[src/adll_pkg.sv]
// ----------------------------------------------------------------------------
// adll_pkg
// Shared types, constants and helpers for the array doubly linked list.
// ----------------------------------------------------------------------------
package adll_pkg;

	localparam int NUM_IDS = 1024;
	localparam int ID_W    = 10;
	localparam int IDR_W   = ID_W + 1;
	localparam int ADDR_W  = $clog2(NUM_IDS);
	localparam int MODE_W  = 2;

	localparam logic [MODE_W-1:0] MODE_INS_BEFORE = 2'd0;
	localparam logic [MODE_W-1:0] MODE_INS_AFTER  = 2'd1;
	localparam logic [MODE_W-1:0] MODE_REMOVE     = 2'd2;
	localparam logic [MODE_W-1:0] MODE_READ       = 2'd3;

	typedef logic [ID_W-1:0]   id_t;
	typedef logic [ADDR_W-1:0] addr_t;

	typedef enum logic [1:0] {
		OP_INS_BEFORE,
		OP_INS_AFTER,
		OP_REMOVE,
		OP_READ
	} op_t;

	typedef struct packed {
		op_t op;
		id_t target;
		id_t new_id;
	} cmd_t;

	typedef struct packed {
		id_t last_id;
		id_t first_id;
		id_t next_of_target;
		id_t prev_of_target;
	} res_t;

	function automatic logic in_range(id_t id);
		return {1'b0, id} < IDR_W'(NUM_IDS);
	endfunction

endpackage

[src/adll_queue.sv]
// ----------------------------------------------------------------------------
// adll_queue
// Two-entry command queue between the front and back ends.
// ----------------------------------------------------------------------------
module adll_queue (
	input  logic           clk,
	input  logic           arst_n,
	input  logic           push_valid,
	output logic           push_ready,
	input  adll_pkg::cmd_t push_cmd,
	output logic           pop_valid,
	input  logic           pop_ready,
	output adll_pkg::cmd_t pop_cmd
);
	import adll_pkg::*;

	localparam int DEPTH = 2;
	localparam int PTR_W = 1;
	localparam int CNT_W = 2;

	cmd_t             entries_q [DEPTH];
	logic [PTR_W-1:0] wr_ptr_q;
	logic [PTR_W-1:0] rd_ptr_q;
	logic [CNT_W-1:0] count_q;
	logic             do_push;
	logic             do_pop;

	assign push_ready = count_q != CNT_W'(DEPTH);
	assign pop_valid  = count_q != '0;
	assign pop_cmd    = entries_q[rd_ptr_q];
	assign do_push    = push_valid && push_ready;
	assign do_pop     = pop_valid && pop_ready;

	always_ff @(posedge clk or negedge arst_n) begin
		if (!arst_n) begin
			wr_ptr_q <= '0;
			rd_ptr_q <= '0;
			count_q  <= '0;
		end else begin
			if (do_push) begin
				wr_ptr_q <= wr_ptr_q + PTR_W'(1);
			end
			if (do_pop) begin
				rd_ptr_q <= rd_ptr_q + PTR_W'(1);
			end
			if (do_push && !do_pop) begin
				count_q <= count_q + CNT_W'(1);
			end else if (do_pop && !do_push) begin
				count_q <= count_q - CNT_W'(1);
			end
		end
	end

	always_ff @(posedge clk) begin
		if (do_push) begin
			entries_q[wr_ptr_q] <= push_cmd;
		end
	end

endmodule

[config.mk]
export PLATFORM = sky130hd
export DESIGN_NAME = adll_queue
export DESIGN_NICKNAME = d
export VERILOG_FILES = /design/src/adll_pkg.sv /design/src/adll_queue.sv
export SDC_FILE = /design/constraint.sdc
export NUM_CORES = 1
export LEC_CHECK = 0
export ABC_AREA = 1
export BUFFER_PORTS_ARGS = -buffer_cell sky130_fd_sc_hd__buf_2
export CORE_AREA = 3 3 84 86
export DETAILED_ROUTE_END_ITERATION = 12
export DIE_AREA = 0 0 87 89
export PLACE_DENSITY_LB_ADDON = 0.1
export SLEW_MARGIN = 20
export SYNTH_ARGS = -nofsm -noshare
export SYNTH_HDL_FRONTEND = slang
export SYNTH_SLANG_ARGS = --single-unit
export TNS_END_PERCENT = 20
[constraint.sdc]
create_clock -name clk -period 2.7 [get_ports clk]
set_clock_uncertainty 0.05 [all_clocks]
set_input_delay 0.135 -clock clk [delete_from_list [all_inputs] [get_ports clk]]
set_output_delay 0.135 -clock clk [all_outputs]
set_load 0.05 [all_outputs]
Word level (Yosys, flattened, before mapping)
Memory sizes are Yosys's and may differ from the RTL's.
Cells that the tools add are included.
{"block": "word_totals", "register_bits": 4, "ram_bits": 44, "output_inout_bits": 24, "word_cells": 21, "mem_count": 1}
{"block": "classes", "add_sub_neg": 4, "n_eq_ne": 1, "mux": 4, "n_reduce_logical": 8}
{"memory": "entries_q", "words": 2, "width": 22, "read_ports": 1, "rd_clocked_by_memory_dff": 0, "wr": 1, "line": "adll_queue.sv:21", "rtl": "cmd_t entries_q [DEPTH];"}
{"cell": "logical AND 1 bit", "n": 4}
{"cell": "two-way mux 2 bit", "n": 2}
{"cell": "nonzero test 2 bit", "n": 2}
{"cell": "adder 1 bit, second input constant", "n": 2}
{"cell": "adder 2 x 1 -> 2 bit, second input constant", "n": 1}
{"cell": "zero test 1 bit", "n": 2}
{"cell": "two-way mux 1 bit", "n": 2}
{"cell": "!= test 2 bit, second input constant", "n": 1}
{"cell": "subtractor 2 x 1 -> 2 bit, second input constant", "n": 1}

Logic depth before layout (Yosys ltp)
Gate-level depths: netlist of the first run.
{"block": "depth", "ltp_word": 6, "mapped_depth": 10, "ltp_nobuf": 10}

Worst setup path after synthesis of the first run
OpenSTA, ideal clock, no wires.
{"block": "synth_path", "path_kind": "register to register", "startpoint": "register count_q[0]", "endpoint": "memory entries_q[0][0] (netlist bit) (enable)", "setup_ns": 0.401, "arrival_ns": 1.960, "setup_slack_ns": 0.289, "stages_incl_launch_ff": 5, "n_path_buf": 0, "synth_period_minus_slack_ns": 2.411, "cell_sequence": "dfrtp_1 -> inv_1 -> nand2_1 -> nand2_1 -> nor2_1"}
{"block": "synth_between", "elab_chain_cells": 4}
{"element": "start: declaration", "line": "adll_queue.sv:24", "rtl": "logic [CNT_W-1:0] count_q;"}
{"element": "start signal: assignment", "line": "adll_queue.sv:47", "rtl": "count_q <= count_q + CNT_W'(1);"}
{"element": "start signal: assignment", "line": "adll_queue.sv:49", "rtl": "count_q <= count_q - CNT_W'(1);"}
{"element": "!= test 2 bit", "line": "adll_queue.sv:28", "rtl": "assign push_ready = count_q != CNT_W'(DEPTH);"}
{"element": "net push_ready", "line": "adll_queue.sv:9", "rtl": "output logic push_ready,"}
{"element": "logical AND 1 bit", "line": "adll_queue.sv:31", "rtl": "assign do_push = push_valid && push_ready;"}
{"element": "two-way mux 1 bit", "line": "adll_queue.sv:55", "rtl": "if (do_push) begin"}
{"element": "two-way mux 1 bit (implied by the code)", "line": "adll_queue.sv:56", "rtl": "entries_q[wr_ptr_q] <= push_cmd;"}
{"element": "end: declaration", "line": "adll_queue.sv:21"}
The timed path passes the listed nets, and every way through them passes these cells.

Final worst setup path of the first run
{"block": "layout_path", "startpoint": "register count_q[0]", "endpoint": "memory entries_q[1][3] (netlist bit) (enable)"}
{"block": "layout_between", "elab_chain_cells": 4}
{"element": "!= test 2 bit", "line": "adll_queue.sv:28"}
{"element": "logical AND 1 bit", "line": "adll_queue.sv:31"}
{"element": "two-way mux 1 bit", "line": "adll_queue.sv:55"}
{"element": "two-way mux 1 bit (implied by the code)", "line": "adll_queue.sv:56"}
Every way passes these cells.

==> impl_metrics.tcl, run 1 <==
set metrics [dict create \
    ys_warn_count 0 \
    period_needed_ns 1.85 \
    grt_max_degree 24 \
    min_to "rd_ptr_q$_DFFE_PN0P_" \
    place.port_buffers 49 \
    worstReg2RegEnd "entries_q[1][3]$_DFFE_PP_" \
    cts_sinks 48 \
    multiInputGateArea_um2 344 \
    overflow 0 \
    cp-end-kind "flip-flop" \
    regArea_um2 1420 \
    cts.path.max_buffers 2 \
    slew_headroom_pct 60.6 \
    postCtsSetupBuffers 0 \
    finalSetupTns_ns 0 \
    final_common_cell "nand2_1" \
    clk_latency_ns 0.30 \
    chipWidth_um 87 \
    die_h_um 89 \
    worstPathArrival_ns 1.80 \
    vias 1237 \
    wl_per_cell_um 12.6 \
    drt_wl_total_mm 3.77 \
    grt.total_usage_pct 10.4 \
    antenna_found_initial 0 \
    initialDrtViolationCount 42 \
    ys_ff_latch 48 \
    p_leak_nw 1.10 \
    hpwlAfterDp_mm 2.63 \
    vdd_ir_drop_max_mv 0.551 \
    syn_nets 170 \
    dieArea_um2 7740 \
    p_sw_mw 1.41 \
    r2r-start "count_q[0]$_DFFE_PN0P_" \
    area_delta_synth_final_pct 36.9 \
    crit_fanout 12 \
    power_frac_seq_pct 35.7 \
    avgSynthCellArea_um2 12.8 \
    grt_pass1_vias 1252 \
    drv_cap 0 \
    finalCritPeriodShare_pct 68.6 \
    htree_num_levels 2 \
    ys_top_cells_by_area "edfxtp_1, nand2_1, dfrtp_1" \
    core_area_um2 6350 \
    rows 29 \
    worstPathRequired_ns 2.65 \
    detail_route.vias_per_cell 4.14 \
    worst_slew_pin_slew_ns 0.590 \
    grt_pass1_wl_mm 5.98 \
    power.internal_mw 1.60 \
    gp_congestion 0.774 \
    setup-violations-final 0 \
    clk_pin_slew_ns 0.08 \
    dr.pass1.iters 3 \
    path_class "flip-flop to flip-flop" \
    swShare_pct 46.8 \
    antenna_cells 0 \
    drc 0 \
    cts_root_buffer "clkbuf_8" \
    reg2regPathDepth 5 \
    cts_tree "yes" \
    ant_nets 0 \
    final_cells 299 \
    combPwrFrac_pct 47.6 \
    hold_violations 0 \
    io_pins 50 \
    cts_buffers 5 \
    rsz0062_at_grt "no" \
    start_kind "flip-flop" \
    synthDistinctLibCells 13 \
    drive_gt1_share_pct 28.4 \
    rrSetupSlack_ns 0.85 \
    dp_cells 268 \
    status "completed" \
    whs_path_depth 3 \
    syn_area_um2 1820 \
    hold_start "pop_ready" \
    netlist_instances 143 \
    fill_cells 615 \
    clock.fmax_mhz 540 \
    holdWs_ns 0.0472 \
    drv_slew 0 \
    hold_class "input pin to flip-flop" \
    synth_largest_area_cell "edfxtp_1" \
    synth_top_area_share_pct 72.4 \
    power_density_nw_per_um2 1210 \
    p_clk_share_pct 16.7 \
    final_util_pct 39.3 \
    initial_core_util_pct 28.7 \
    yosysSeqAreaShare_pct 77.9 \
    final_cell_mix "nand2_1, buf_2, edfxtp_1" \
    nets 248 \
]
[state kept, by name (all words and copies together) (netlist names)]
signal,count
entries_q,44
count_q,2
wr_ptr_q,1
rd_ptr_q,1
[repair_timing]
action / 4_1_cts / 5_1_grt
hold endpoints to repair: 48 / 0
hold buffers: 23 / 0
resized for setup: 0 / 0
[worst max path at each step]
stage	start	end	slack, ns	cells past startpoint
4_1_cts	count_q[0]$_DFFE_PN0P_	entries_q[1][18]$_DFFE_PP_	0.80	5
5_1_grt	count_q[0]$_DFFE_PN0P_	entries_q[1][20]$_DFFE_PP_	0.69	5
2_1_floorplan	count_q[0]$_DFFE_PN0P_	entries_q[0][0]$_DFFE_PP_	0.29	4
3_3_place_gp	count_q[0]$_DFFE_PN0P_	entries_q[0][14]$_DFFE_PP_	0.89	5
3_5_place_dp	count_q[0]$_DFFE_PN0P_	entries_q[1][4]$_DFFE_PP_	0.81	5
6_report	count_q[0]$_DFFE_PN0P_	entries_q[1][3]$_DFFE_PP_	0.85	5
[cells in the mapped netlist]
master,number
buf_6,2
ha_1,1
buf_4,2
inv_1,6
inv_2,1
nor2_1,2
nand4_1,1
nand2_1,76
xor2_1,1
edfxtp_1,44
xnor2_1,1
nand3_1,2
dfrtp_1,4
[metal layers]
metal	GRT usage (%)	wire length, um	vias up
met3	3.32	212	7
met4	2.97	46	0
met2	17.6	1840	34
met1	12.7	1670	573
li1	-	-	623
met5	0	0	-
[logic make-up (layout without fill, tap and decap cells)]
group                      count (synthesis)  count (layout)  synth area share [%]
xor gates and xnor gates                   2               2                 0.960
adders and majority gates                  1               1                 0.686
buffers and inverters                     11              90                  3.50
DFF                                       48              48                  77.9
and+or+nand+nor                           81              81                  16.9
[stage by stage]
stage               area (um^2)  worst slack [ns]  total power [mW]
finish                     2500             0.848              3.01
global route               2500             0.689              3.20
CTS                        2500             0.798              3.06
floorplan                  1820             0.289              2.19
global placement           2160             0.887              2.50
detailed placement         2160             0.808              2.53
[cell type report]
cell class	instances	area share, %
multi-input cells	84	13.8
well taps	77	3.86
repair buffers	75	19.9
flip-flops and latches	48	56.9
inverters	7	1.05
clock buffers	5	2.76
clock inverters	3	1.70
[power by group through the flow]
stage          clock [mW]  sequential [mW]  combinational (mW)
2_1_floorplan           0             1.09                1.10
3_3_place_gp            0             1.08                1.42
3_5_place_dp            0             1.09                1.44
4_1_cts             0.517             1.08                1.47
5_1_grt             0.554             1.09                1.55
6_report            0.504             1.08                1.43
[worst max-delay path, stage by stage, from the launching register on]
cell     delay [ns]
dfrtp_1        0.40
inv_1          0.08
nand2_1        0.08
nand2_1        0.13
nor2_2         0.49
buf_4          0.32
Power figures use the tool's default switching activity.
==> run 2: changes to the inputs <==
==> constraint.sdc (replaced) <==
create_clock -name clk -period 1.94 [get_ports clk]
set_clock_uncertainty 0.05 [all_clocks]
set_input_delay 0.097 -clock clk [delete_from_list [all_inputs] [get_ports clk]]
set_output_delay 0.097 -clock clk [all_outputs]
set_load 0.05 [all_outputs]
==> impl_metrics.tcl, run 2 (synthesized netlist as in run 1, its figures left out) <==
set metrics [dict create \
    cts_root_buffer "clkbuf_8" \
    gp_congestion 0.639 \
    area_delta_synth_final_pct 36.7 \
    grtUsageMet2_pct 19.3 \
    use_met1_pct 11.0 \
    worst_slew_pin_slew_ns 0.410 \
    finalCritPeriodShare_pct 83.3 \
    timing.critical_path.to "pop_cmd[0]" \
    initialDrtViolationCount 47 \
    rrSetupSlack_ns 0.37 \
    grt_pass1_vias 1283 \
    dp_cells 268 \
    r2r-start "count_q[0]$_DFFE_PN0P_" \
    hpwlAfterDp_mm 2.42 \
    ctsResizeCount 0 \
    p_sw_mw 1.94 \
    grt_pass1_wl_mm 5.94 \
    vdd_ir_drop_max_mv 0.883 \
    worstReg2RegEnd "count_q[1]$_DFFE_PN0P_" \
    gr-usage-met3_pct 3.50 \
    cp-end-kind "output pin" \
    cts.path.max_buffers 2 \
    clock.fmax_mhz 619 \
    startpoint "rd_ptr_q$_DFFE_PN0P_" \
    nets 248 \
    final_cell_mix "nand2_1, buf_2, edfxtp_1" \
    cts_tree "yes" \
    swShare_pct 46.6 \
    clk_latency_ns 0.29 \
    power_frac_seq_pct 35.8 \
    clk_pin_slew_ns 0.08 \
    rsz0062_at_grt "no" \
    antenna_found_initial 0 \
    largest_reg_flops 44 \
    cts_sinks 48 \
    chipWidth_um 87 \
    reg2regPathDepth 9 \
    period_needed_ns 1.62 \
    combPwrFrac_pct 47.7 \
    drv_slew 0 \
    cts_buffers 5 \
    power_mw 4.17 \
    regMostFlops "entries_q" \
    die_h_um 89 \
    slew_headroom_pct 72.6 \
    drc 0 \
    dieArea_um2 7740 \
    status "completed" \
    wl_per_cell_um 12.3 \
    worstPathRequired_ns 1.79 \
    htree_num_levels 2 \
    drv_cap 0 \
    start_kind "flip-flop" \
    reg_top3 "entries_q (44), count_q (2)" \
    place.port_buffers 49 \
    rows 29 \
    setup-violations-final 0 \
    hold_class "input pin to flip-flop" \
    place_area_um2 2160 \
    antenna_cells 0 \
    grt.total_usage_pct 10.5 \
    final_util_pct 39.3 \
    top_usage_layer "met2" \
    path_class "flip-flop to output pin" \
    drive_gt1_share_pct 27.9 \
    p_clk_share_pct 16.6 \
    core_area_um2 6350 \
    final_common_cell "nand2_1" \
    power.internal_mw 2.23 \
    vias 1220 \
    ant_nets 0 \
    worstPathArrival_ns 1.47 \
    hold_violations 0 \
    detail_route.vias_per_cell 4.08 \
    crit_fanout 23 \
    p_leak_nw 1.10 \
    dr.pass1.iters 3 \
    overflow 0 \
    final_cells 299 \
    io_pins 50 \
    fin_area_um2 2490 \
    drt_wl_total_mm 3.67 \
    power_density_nw_per_um2 1670 \
    grt_max_degree 24 \
    initial_core_util_pct 28.7 \
]
==> run 2: worst min path at each step <==
| stage | from | to | slack, ns | cells after the start |
|---|---|---|---|---|
| global placement | arst_n | count_q[0]$_DFFE_PN0P_ | -0.14 | 1 |
| detailed placement | arst_n | count_q[0]$_DFFE_PN0P_ | -0.14 | 1 |
| global route | pop_ready | rd_ptr_q$_DFFE_PN0P_ | 0.005 | 3 |
| floorplan | arst_n | count_q[0]$_DFFE_PN0P_ | -0.25 | 0 |
| finish | pop_ready | rd_ptr_q$_DFFE_PN0P_ | 0.01 | 3 |
| CTS | pop_ready | rd_ptr_q$_DFFE_PN0P_ | 0.003 | 3 |
==> run 2: timing repair <==
item | in CTS | in global routing
hold endpoints to repair | 48 | 0
hold buffers | 23 | 0
buffers inserted | 0 | 0
==> run 2: power by group through the flow <==
| stage | clock [mW] | sequential (mW) | combinational, mW |
|---|---|---|---|
| after floorplan | 0 | 1.51 | 1.54 |
| after global placement | 0 | 1.51 | 1.97 |
| after detailed placement | 0 | 1.52 | 2.01 |
| after CTS | 0.724 | 1.50 | 2.04 |
| after global routing | 0.762 | 1.52 | 2.16 |
| final | 0.691 | 1.49 | 1.99 |
==> run 2: cell type report <==
class	count	area, um^2
multi-input cells	84	344
repair buffers	75	498
clock buffers	6	72.6
inverters	7	26.3
flip-flops and latches	48	1420
well taps	77	96.3
fillers	646	3860
clock inverters	2	35.0
==> run 2: metal layers <==
layer | wire [um] | vias to the layer above
li1 | - | 624
met1 | 1520 | 553
met2 | 1880 | 36
met3 | 210 | 7
met4 | 61 | 0
met5 | 0 | -
==> run 2: stage by stage <==
step | setup slack, ns | setup TNS (ns) | hold WS, ns
2_1_floorplan | -0.139 | -6.10 | -0.249
3_3_place_gp | 0.487 | 0 | -0.141
3_5_place_dp | 0.373 | 0 | -0.142
4_1_cts | 0.236 | 0 | 0.00273
5_1_grt | 0.172 | 0 | 0.00453
6_report | 0.324 | 0 | 0.0121
==> run 2: worst max-delay path, cell delays in order (launching register included) <==
cell	delay, ns
dfrtp_1	0.39
inv_2	0.32
nand2_1	0.11
nand2_1	0.09
buf_2	0.26
