### src/adll_pkg.sv
// ----------------------------------------------------------------------------
// adll_pkg
// Shared types, constants and helpers for the array doubly linked list.
// ----------------------------------------------------------------------------
package adll_pkg;

	localparam int NUM_IDS = 1024;
	localparam int ID_W    = 10;
	localparam int IDR_W   = ID_W + 1;
	localparam int ADDR_W  = $clog2(NUM_IDS);
	localparam int MODE_W  = 2;

	localparam logic [MODE_W-1:0] MODE_INS_BEFORE = 2'd0;
	localparam logic [MODE_W-1:0] MODE_INS_AFTER  = 2'd1;
	localparam logic [MODE_W-1:0] MODE_REMOVE     = 2'd2;
	localparam logic [MODE_W-1:0] MODE_READ       = 2'd3;

	typedef logic [ID_W-1:0]   id_t;
	typedef logic [ADDR_W-1:0] addr_t;

	typedef enum logic [1:0] {
		OP_INS_BEFORE,
		OP_INS_AFTER,
		OP_REMOVE,
		OP_READ
	} op_t;

	typedef struct packed {
		op_t op;
		id_t target;
		id_t new_id;
	} cmd_t;

	typedef struct packed {
		id_t last_id;
		id_t first_id;
		id_t next_of_target;
		id_t prev_of_target;
	} res_t;

	function automatic logic in_range(id_t id);
		return {1'b0, id} < IDR_W'(NUM_IDS);
	endfunction

endpackage

### src/adll_front.sv
// ----------------------------------------------------------------------------
// adll_front
// Accepts items, classifies them into link operations and holds one command.
// Inserts and removes that would change nothing are turned into reads.
// ----------------------------------------------------------------------------
module adll_front (
	input  logic           clk,
	input  logic           arst_n,
	input  logic           en,
	input  logic           in_valid,
	output logic           in_ready,
	input  logic [1:0]     mode,
	input  adll_pkg::id_t  target,
	input  adll_pkg::id_t  new_id,
	output logic           cmd_valid,
	input  logic           cmd_ready,
	output adll_pkg::cmd_t cmd
);
	import adll_pkg::*;

	logic cmd_valid_q;
	cmd_t cmd_q;
	cmd_t cmd_d;
	logic ins_ok;

	assign ins_ok = (target != '0) && (new_id != '0) && (target != new_id) &&
	                in_range(target) && in_range(new_id);

	always_comb begin
		cmd_d.target = target;
		cmd_d.new_id = new_id;
		case (mode)
			MODE_INS_BEFORE: cmd_d.op = ins_ok ? OP_INS_BEFORE : OP_READ;
			MODE_INS_AFTER:  cmd_d.op = ins_ok ? OP_INS_AFTER : OP_READ;
			MODE_REMOVE:     cmd_d.op = ((target != '0) && in_range(target)) ?
			                            OP_REMOVE : OP_READ;
			default:         cmd_d.op = OP_READ;
		endcase
	end

	assign in_ready  = en && (!cmd_valid_q || cmd_ready);
	assign cmd_valid = cmd_valid_q;
	assign cmd       = cmd_q;

	always_ff @(posedge clk or negedge arst_n) begin
		if (!arst_n) begin
			cmd_valid_q <= 1'b0;
		end else if (in_valid && in_ready) begin
			cmd_valid_q <= 1'b1;
		end else if (cmd_ready) begin
			cmd_valid_q <= 1'b0;
		end
	end

	always_ff @(posedge clk) begin
		if (in_valid && in_ready) begin
			cmd_q <= cmd_d;
		end
	end

endmodule

### config.mk
export PLATFORM = sky130hd
export DESIGN_NAME = adll_front
export DESIGN_NICKNAME = d
export VERILOG_FILES = /design/src/adll_pkg.sv /design/src/adll_front.sv
export SDC_FILE = /design/constraint.sdc
export NUM_CORES = 1
export LEC_CHECK = 0
export ABC_AREA = 0
export BUFFER_PORTS_ARGS = -buffer_cell sky130_fd_sc_hd__buf_2
export CAP_MARGIN = 20
export CORE_UTILIZATION = 42
export CTS_CLUSTER_DIAMETER = 50
export DETAILED_ROUTE_END_ITERATION = 12
export PLACE_DENSITY = 0.72
export SLEW_MARGIN = 20
export SYNTH_ARGS = -nofsm -noshare
export SYNTH_HDL_FRONTEND = slang
export SYNTH_SLANG_ARGS = --single-unit
### constraint.sdc
create_clock -name clk -period 2 [get_ports clk]
set_input_delay 0.4 -clock clk [delete_from_list [all_inputs] [get_ports clk]]
set_output_delay 0.4 -clock clk [all_outputs]
set_load 0.005 [all_outputs]
---- Yosys cells after proc, flatten, opt, wreduce, memory -nomap -nowiden ----
Index checks and enable logic that the tools add are counted.
word-level totals
  register bits ........................... 23
  input port bits ......................... 27
  output and inout port bits .............. 24
  word-level logic and storage cells ...... 23
cells by class
  equal/unequal tests ..................... 3
  multiplexer cells ....................... 6
  reduce and logical (&&, ||, !) cells .... 10
operators with widths
  cell                                                 count
  nonzero test 10 bit                                  2
  inequality test 10 bit                               1
  one-hot mux 2 bit (3 select lines)                   1
  logical AND 1 bit                                    4
  two-way mux 2 bit                                    2
  two-way mux 1 bit                                    3
  equality test 2 x 1 -> 1 bit, second input constant  1
  equality test 2 bit, second input constant           1
  logical NOT 2 bit                                    1
  nonzero test 2 bit                                   1
  logical NOT 1 bit                                    1
  logical OR 1 bit                                     1

---- Longest topological paths before layout ----
Gate-level depths: netlist of run 1.
  word-level depth ........................ 5
  depth in mapped cells ................... 4
  depth with buffers taken out ............ 4

---- Worst setup path before layout of run 1 ----
No wires, ideal clock.
  kind .................................... input -> register
  from .................................... in cmd_ready
  to ...................................... reg cmd_q (netlist bit cmd[0]) (enable)
  setup time .............................. 377 ps
  arrival time ............................ 1,160 ps
  data required time ...................... 1,623 ps
  path slack .............................. 463 ps
  stages on the path ...................... 4
  buffers on the path ..................... 0
  path through ............................ nand2b_1 -> and2_1 -> nand2_1 -> inv_1
between the ends
  word-level cells in the longest chain between the ends .. 3
ends and longest elaborated chain
  element                 RTL line          text
  start: declaration      adll_front.sv:16  input logic cmd_ready,
  logical OR 1 bit        adll_front.sv:41  assign in_ready = en && (!cmd_valid_q || cmd_ready);
  logical AND 1 bit       adll_front.sv:41
  named net in_ready      adll_front.sv:11  output logic in_ready,
  logical AND 1 bit       adll_front.sv:56  if (in_valid && in_ready) begin
  end signal: assignment  adll_front.sv:57  cmd_q <= cmd_d;
  end: declaration        adll_front.sv:22  cmd_t cmd_q;
The timed path passes the listed nets, and every way through them passes these cells.
A chain may end at the register's enable or synchronous reset.

---- Final worst setup path of run 1 ----
  from .................................... reg cmd_valid_q, in the netlist cmd_valid
  to ...................................... out in_ready
between the ends
  word-level cells in the longest chain between the ends .. 3
ends and longest elaborated chain
  element                   RTL line          text
  start: declaration        adll_front.sv:21  logic cmd_valid_q;
  start signal: assignment  adll_front.sv:47  cmd_valid_q <= 1'b0;
  start signal: assignment  adll_front.sv:49  cmd_valid_q <= 1'b1;
  start signal: assignment  adll_front.sv:51  cmd_valid_q <= 1'b0;
  logical NOT 1 bit         adll_front.sv:41
  logical OR 1 bit          adll_front.sv:41
  logical AND 1 bit         adll_front.sv:41
  end: declaration          adll_front.sv:11
No other way between the ends.

==> flow_summary.toml, run 1 <==
[sta]
final_period_minus_worst_setup_slack_ns = 1.420
final.setup_skew_ns = 0.002535
final-setup-viol-count = 0
setup_total_negative_slack_ns = 0
finalMaxSlewViolations = 0
relSlewSlack_pct = 68.97
rsz0062_at_grt = "false"
layout_worst_path_cycle_share_pct = 70.99
timing_hold_violations_final = 0
transition_time_at_the_pin_with_the_least_slew_margin_ns = 0.4612
max_frequency_mhz = 704.4

[global_route]
vias_in_the_first_global_route = 654
grt-ovfl-total = 0
globalRouteTotalUtil_pct = 16.56
maximum_number_of_pins_on_one_net_before_global_route_repair = 23
grt_pass1_wl_um = 2870
antenna_found_initial = 0

[finish]
post-route-cell-area_um2 = 1245
drive_above_1_share_pct = 51.82
relative_area_change_from_synthesis_to_final_layout_pct = 35.74
finalNetCount = 138
finalCoreUtilization_pct = 62.19
diodes = 0

[clock_network]
clock_tree.buffer_depth = 2
clk_root_buffer_cell = "sky130_fd_sc_hd__clkbuf_4"
clock_tree_sinks = 23
cts_resized = 0
clkLatencyLatePin_ns = 0.30
htreeDepth = 1
clk_pin_slew_worst_paths_ns = 0.12
cts_buffers = 3
tritoncts_clock_tree = "done"
postCtsSetupBuffers = 0

[floorplan]
die_height_um = 48.73
num_io_pins = 51
die_footprint_um2 = 2375
core_footprint_um2 = 2002
std_cell_rows = 16
floorplan.initialDensity_pct = 45.81
die-width_um = 48.73

[routing]
route.antenna.remaining_nets = 0
drt_wl_total_um = 1785
drc = 0
highest_routed_layer = "met4"
met1_length_um = 686
routed_via_density = 4.693
detailedRoute.firstPassIterationCount = 4
met2_wirelength_um = 976
dr_total_vias = 643
drt-wirelength-per-cell_um = 13.03
first_iter_violations = 12
detailroute.wirelength.met3_um = 100

[logic_synthesis]
synth_top_area_share_pct = 72.03
ys_seq_elements = 23
postSynthNetCount = 81
synth_seq_area_share_pct = 74.76
netlist_top_cells_count = "sky130_fd_sc_hd__edfxtp_1, sky130_fd_sc_hd__xor2_1, sky130_fd_sc_hd__nor4_1"
yosysMostFrequentCell = "sky130_fd_sc_hd__edfxtp_1"
post-synth-top-area-cell = "sky130_fd_sc_hd__edfxtp_1"
yosys.area_share.xor_xnor_pct = 9.550
synthSimpleGateAreaFrac_pct = 13.92
post_synth_design_cell_area_um2 = 917.1
ys.flop_type = "sky130_fd_sc_hd__edfxtp_1"
syn_avg_cell_area_um2 = 16.98
yosys_warning_count = 0
synth.area.top_cells = "sky130_fd_sc_hd__edfxtp_1, sky130_fd_sc_hd__xor2_1, sky130_fd_sc_hd__dfrtp_1"
synth_edf_count = 22
synth_mux_area_share_pct = 0
synth-compound-area-share_pct = 1.364
synth_top_family_by_area = "simple AND/OR/NAND/NOR gates"
yosys.area_share.adder_pct = 0
netlist_instances = 54
synth-async-reset-ratio_pct = 4.348
post_synth_num_cell_types = 17

[place]
post_dp_cell_area_um2 = 1209
place.gp.congestion = 0.7759
port_buffers = 50
hpwl_um = 1402

[pwr]
power_after_layout_uw = 870.8
vdd.ir_drop.worst_v = 0.0004768
power_per_cell_area_nw_per_um2 = 699.5
power.static_leakage_uw = 0.0005242

[critical_path]
max_fo_critical_path = 2
crit_path_cell_trace = "nand2b_1, and2_1, buf_2"
timing.critical_path.slowest_cell_delay_ns = 0.39
critPathKind = "reg -> out"
timing.critical_path.from_type = "register"
cp_launch_point = "cmd_valid"
timing.critical_path.arrival_ns = 1.02
worstReg2RegStart = "cmd_valid"
cpMaxStageDelayCell = "sky130_fd_sc_hd__dfrtp_1"
worst-endpoint-required_ns = 1.60
timing.critical_path.to_type = "output port"

[outcome]
run_status = "finished clean"

[worst_hold_path]
hold_path.startpoint = "target[1]"
worst_hold_path_type = "in -> reg"

[job]
max_cap_violations = 0
-- kinds of logic (layout without fill, tap and decap cells) --
group                     count (synthesis)  after routing
DFF                                      23             23
and+or+nand+nor                          19             19
xor gates and xnor gates                 10             10
AOI/OAI and AO/OA                         1              1
buffers and inverters                     1             57
-- worst paths after layout --
| path | to | slack [ns] | cells after the start |
|---|---|---|---|
| worst min register to register | cmd_valid | 0.50 | 2 |
| worst min-delay path | cmd[11] | 0.31 | 1 |
| min in group asynchronous | cmd_valid | 0.40 | 2 |
| worst max register to register | cmd[18] | 0.69 | 5 |
| worst max-delay path | in_ready | 0.58 | 3 |
| max in group asynchronous | cmd_valid | 1.52 | 2 |
-- through the flow --
step / setup WS, ns / hold WS, ns / instances
2_1_floorplan: 0.4630 / 0.1044 / 54
3_3_place_gp: 0.4130 / 0.1753 / 132
3_5_place_dp: 0.3905 / 0.1790 / 132
4_1_cts: 0.5695 / 0.2964 / 137
5_1_grt: 0.4751 / 0.2852 / 137
6_report: 0.5803 / 0.3065 / 137
-- power by group --
group          internal (uW)  switching, uW
combinational           51.9           57.5
sequential               553           4.52
clock                   77.6            126
-- sequential cells by signal, indices dropped and copies added, names as in the netlist --
register / cells
cmd_valid: 1
cmd: 22
-- cell type report --
class	count	area [um^2]
Inverter	1	3.754
Fill cell	173	757.0
Timing Repair Buffer	52	267.8
Sequential cell	23	685.7
Tap cell	27	33.78
Multi-Input combinational cell	30	227.7
Clock buffer	4	26.28
-- metal layers --
metal / vias up / track usage, %
met5: - / 0
met3: 2 / 4.717
met4: 0 / 7.353
met2: 24 / 29.40
li1: 321 / -
met1: 296 / 18.24
-- worst max-delay path, delay by kind of cell, from the launching register on --
kind / cells / cell delay (ns)
AND/OR/NAND/NOR: 2 / 0.22
flip-flops: 1 / 0.39
buffers and inverters: 1 / 0.11
-- repair_timing --
action,CTS,global route
endpoints found under the setup margin,0,0
endpoints found under the hold margin,1,0
hold buffers,1,0
-- cell usage in the layout (no fill, tap or decap), types with 2 or more instances in the layout --
cell type                  synthesis  layout
sky130_fd_sc_hd__nand2_1           3       3
sky130_fd_sc_hd__xnor2_1           2       2
sky130_fd_sc_hd__clkbuf_4          0       3
sky130_fd_sc_hd__nand3_1           2       2
sky130_fd_sc_hd__nor4_1            4       4
sky130_fd_sc_hd__nor2_1            3       3
sky130_fd_sc_hd__edfxtp_1         22      22
sky130_fd_sc_hd__buf_2             0      50
sky130_fd_sc_hd__xor2_1            8       8
Power figures use the tool's default switching activity.
==> run 2: changes to the inputs <==
Settings changed: CORE_UTILIZATION 42 to 38, PLACE_DENSITY 0.72 to 0.69.
Clock period 2 ns to 1.3 ns, I/O delays scaled along.
==> run 2 against run 1 <==
Effect of this change:
- the flow now finishes with violations (negative setup slack)
- power is 59% higher
- die area is 10% higher
- largest power group unchanged
- count of clock-buffer cells in the layout is 1 lower
- highest routed layer unchanged
- largest cell class unchanged
- worst hold slack worse by 0.15 ns
- clock skew is 0.0079 ns higher
==> flow_summary.toml, run 2 (synthesized netlist as in run 1, its figures left out) <==
[outcome]
run_status = "finished with violations"
failing_checks = "negative setup slack"

[sta]
transition_time_at_the_pin_with_the_least_slew_margin_ns = 0.3280
rsz0062_at_grt = "true"
timing_hold_violations_final = 0
finalWorstSetupSlack_ns = -0.01230
max_frequency_mhz = 762.0
final.setup_skew_ns = 0.01040
final-setup-viol-count = 1
final_period_minus_worst_setup_slack_ns = 1.312
layout_worst_path_cycle_share_pct = 100.9
relSlewSlack_pct = 77.93
setup_total_negative_slack_ns = -0.01230
finalMaxSlewViolations = 0

[pwr]
p_clk_share_pct = 23.4
power_per_cell_area_nw_per_um2 = 1037
power.internal_uw = 1070
share_comb_of_total_power_pct = 14.6
pwr-share-seq_pct = 62.1
share_of_total_power_consumed_by_net_switching_pct = 22.61
power.static_leakage_uw = 0.0005662
netSwitchingPower_uw = 312.6
vdd.ir_drop.worst_v = 0.0007690

[global_route]
grt_util_met1_pct = 17.03
global_routing_usage_on_met3_pct = 3.571
vias_in_the_first_global_route = 691
grt_pass1_wl_um = 2753
globalRouteTotalUtil_pct = 15.12
grt-ovfl-total = 0
maximum_number_of_pins_on_one_net_before_global_route_repair = 23
antenna_found_initial = 0
met2_usage_pct = 25.88
grt_most_used_layer = "met2"

[finish]
finalCoreUtilization_pct = 59.66
mostFrequentLayoutCell = "sky130_fd_sc_hd__buf_2"
drive_above_1_share_pct = 58.12
post_layout_nonfiller_instances = 145
n_fill_cell = 201
finalNetCount = 145
layout.cells.most_common_list = "sky130_fd_sc_hd__buf_2, sky130_fd_sc_hd__edfxtp_1, sky130_fd_sc_hd__xor2_1"
diodes = 0
relative_area_change_from_synthesis_to_final_layout_pct = 45.29
largest_reg_flops = 22

[job]
max_cap_violations = 0

[routing]
drt_wl_total_um = 1865
routed_via_density = 4.724
dr_total_vias = 685
detailedRoute.firstPassIterationCount = 4
drc = 0
first_iter_violations = 8
drt-wirelength-per-cell_um = 12.86
route.antenna.remaining_nets = 0

[floorplan]
die_footprint_um2 = 2614
die-width_um = 51.13
std_cell_rows = 17
core_footprint_um2 = 2233
num_io_pins = 51
floorplan.initialDensity_pct = 41.06
die_height_um = 51.13

[place]
placedCellCount = 140
hpwl_um = 1382
port_buffers = 50
place.gp.congestion = 0.8207
post_placement_worst_setup_slack_ns = -0.1755

[worst_hold_path]
worst_hold_path_type = "in -> reg"

[clock_network]
cts_buffers = 3
clock_tree_sinks = 23
postCtsSetupBuffers = 0
tritoncts_clock_tree = "done"
clkLatencyLatePin_ns = 0.31
clk_pin_slew_worst_paths_ns = 0.13
clk_root_buffer_cell = "sky130_fd_sc_hd__clkbuf_4"
clock_tree.buffer_depth = 2
htreeDepth = 1

[critical_path]
critPathKind = "reg -> out"
timing.critical_path.arrival_ns = 1.05
timing.critical_path.from_type = "register"
timing.critical_path.to_type = "output port"
worst-endpoint-required_ns = 1.04
max_fo_critical_path = 2
run 2: cell types whose count changed in the layout (fill, tap and decap cells not counted):
cell                         previous run  this run
sky130_fd_sc_hd__nand2_4                0         1
sky130_fd_sc_hd__clkinv_2               0         1
sky130_fd_sc_hd__clkinvlp_4             0         1
sky130_fd_sc_hd__and2_4                 0         1
sky130_fd_sc_hd__and2_1                 1         0
sky130_fd_sc_hd__clkbuf_1               1         0
sky130_fd_sc_hd__buf_2                 50        49
sky130_fd_sc_hd__buf_4                  1         7
sky130_fd_sc_hd__inv_1                  1         0
sky130_fd_sc_hd__nand2_1                3         2
sky130_fd_sc_hd__buf_6                  0         1
sky130_fd_sc_hd__buf_12                 0         1
run 2: stage by stage:
step,instance area [um^2],total power (uW),hold slack (ns)
after CTS,1333,1398,0.1516
after floorplan,930.9,942.0,-0.03559
after global placement,1289,1069,0.03569
after detailed placement,1289,1070,0.03645
after global routing,1333,1434,0.1509
final,1333,1382,0.1582
run 2: final cells by class:
| class | instances | area, um^2 | share of cell area [%] |
|---|---|---|---|
| clock buffers | 3 | 22.52 | 1.690 |
| flip-flops and latches | 23 | 685.7 | 51.46 |
| repair buffers | 59 | 339.1 | 25.45 |
| inverters | 1 | 7.507 | 0.5634 |
| multi-input cells | 30 | 237.7 | 17.84 |
| well taps | 28 | 35.03 | 2.629 |
| clock inverters | 1 | 5.005 | 0.3756 |
run 2: critical path, cell delays in order (launching register included):
cell and delay, ns:
sky130_fd_sc_hd__dfrtp_1 0.40, sky130_fd_sc_hd__nand2b_1 0.09, sky130_fd_sc_hd__and2_4 0.16, sky130_fd_sc_hd__buf_6 0.09
run 2: worst paths after layout:
path / slack (ns) / startpoint / depth (start not counted) / end
max: -0.01 / cmd_valid / 3 / in_ready
min: 0.16 / target[4] / 1 / cmd[14]
max reg2reg: 0.07 / cmd_valid / 5 / cmd[20]
min reg2reg: 0.53 / cmd_valid / 2 / cmd_valid
max in group asynchronous: 0.96 / arst_n / 2 / cmd_valid
min in group asynchronous: 0.26 / arst_n / 2 / cmd_valid
run 2: metal layers:
layer	wire [um]	vias to the layer above
met1	787	306
met2	874	40
met3	165	4
met5	0	-
met4	36	0
li1	-	335
run 2: repair_timing:
action                                  4_1_cts  5_1_grt
resized for setup                             1        0
pin swaps                                     1        0
hold buffers                                  1        0
endpoints found under the hold margin         1        0
endpoints found under the setup margin        1        1
run 2: power by group through the flow:
stage          sequential [uW]  combinational [uW]  clock (uW)
2_1_floorplan              882                59.6           0
3_3_place_gp               876                 193           0
3_5_place_dp               875                 195           0
4_1_cts                    859                 203         336
5_1_grt                    862                 218         353
6_report                   858                 201         323
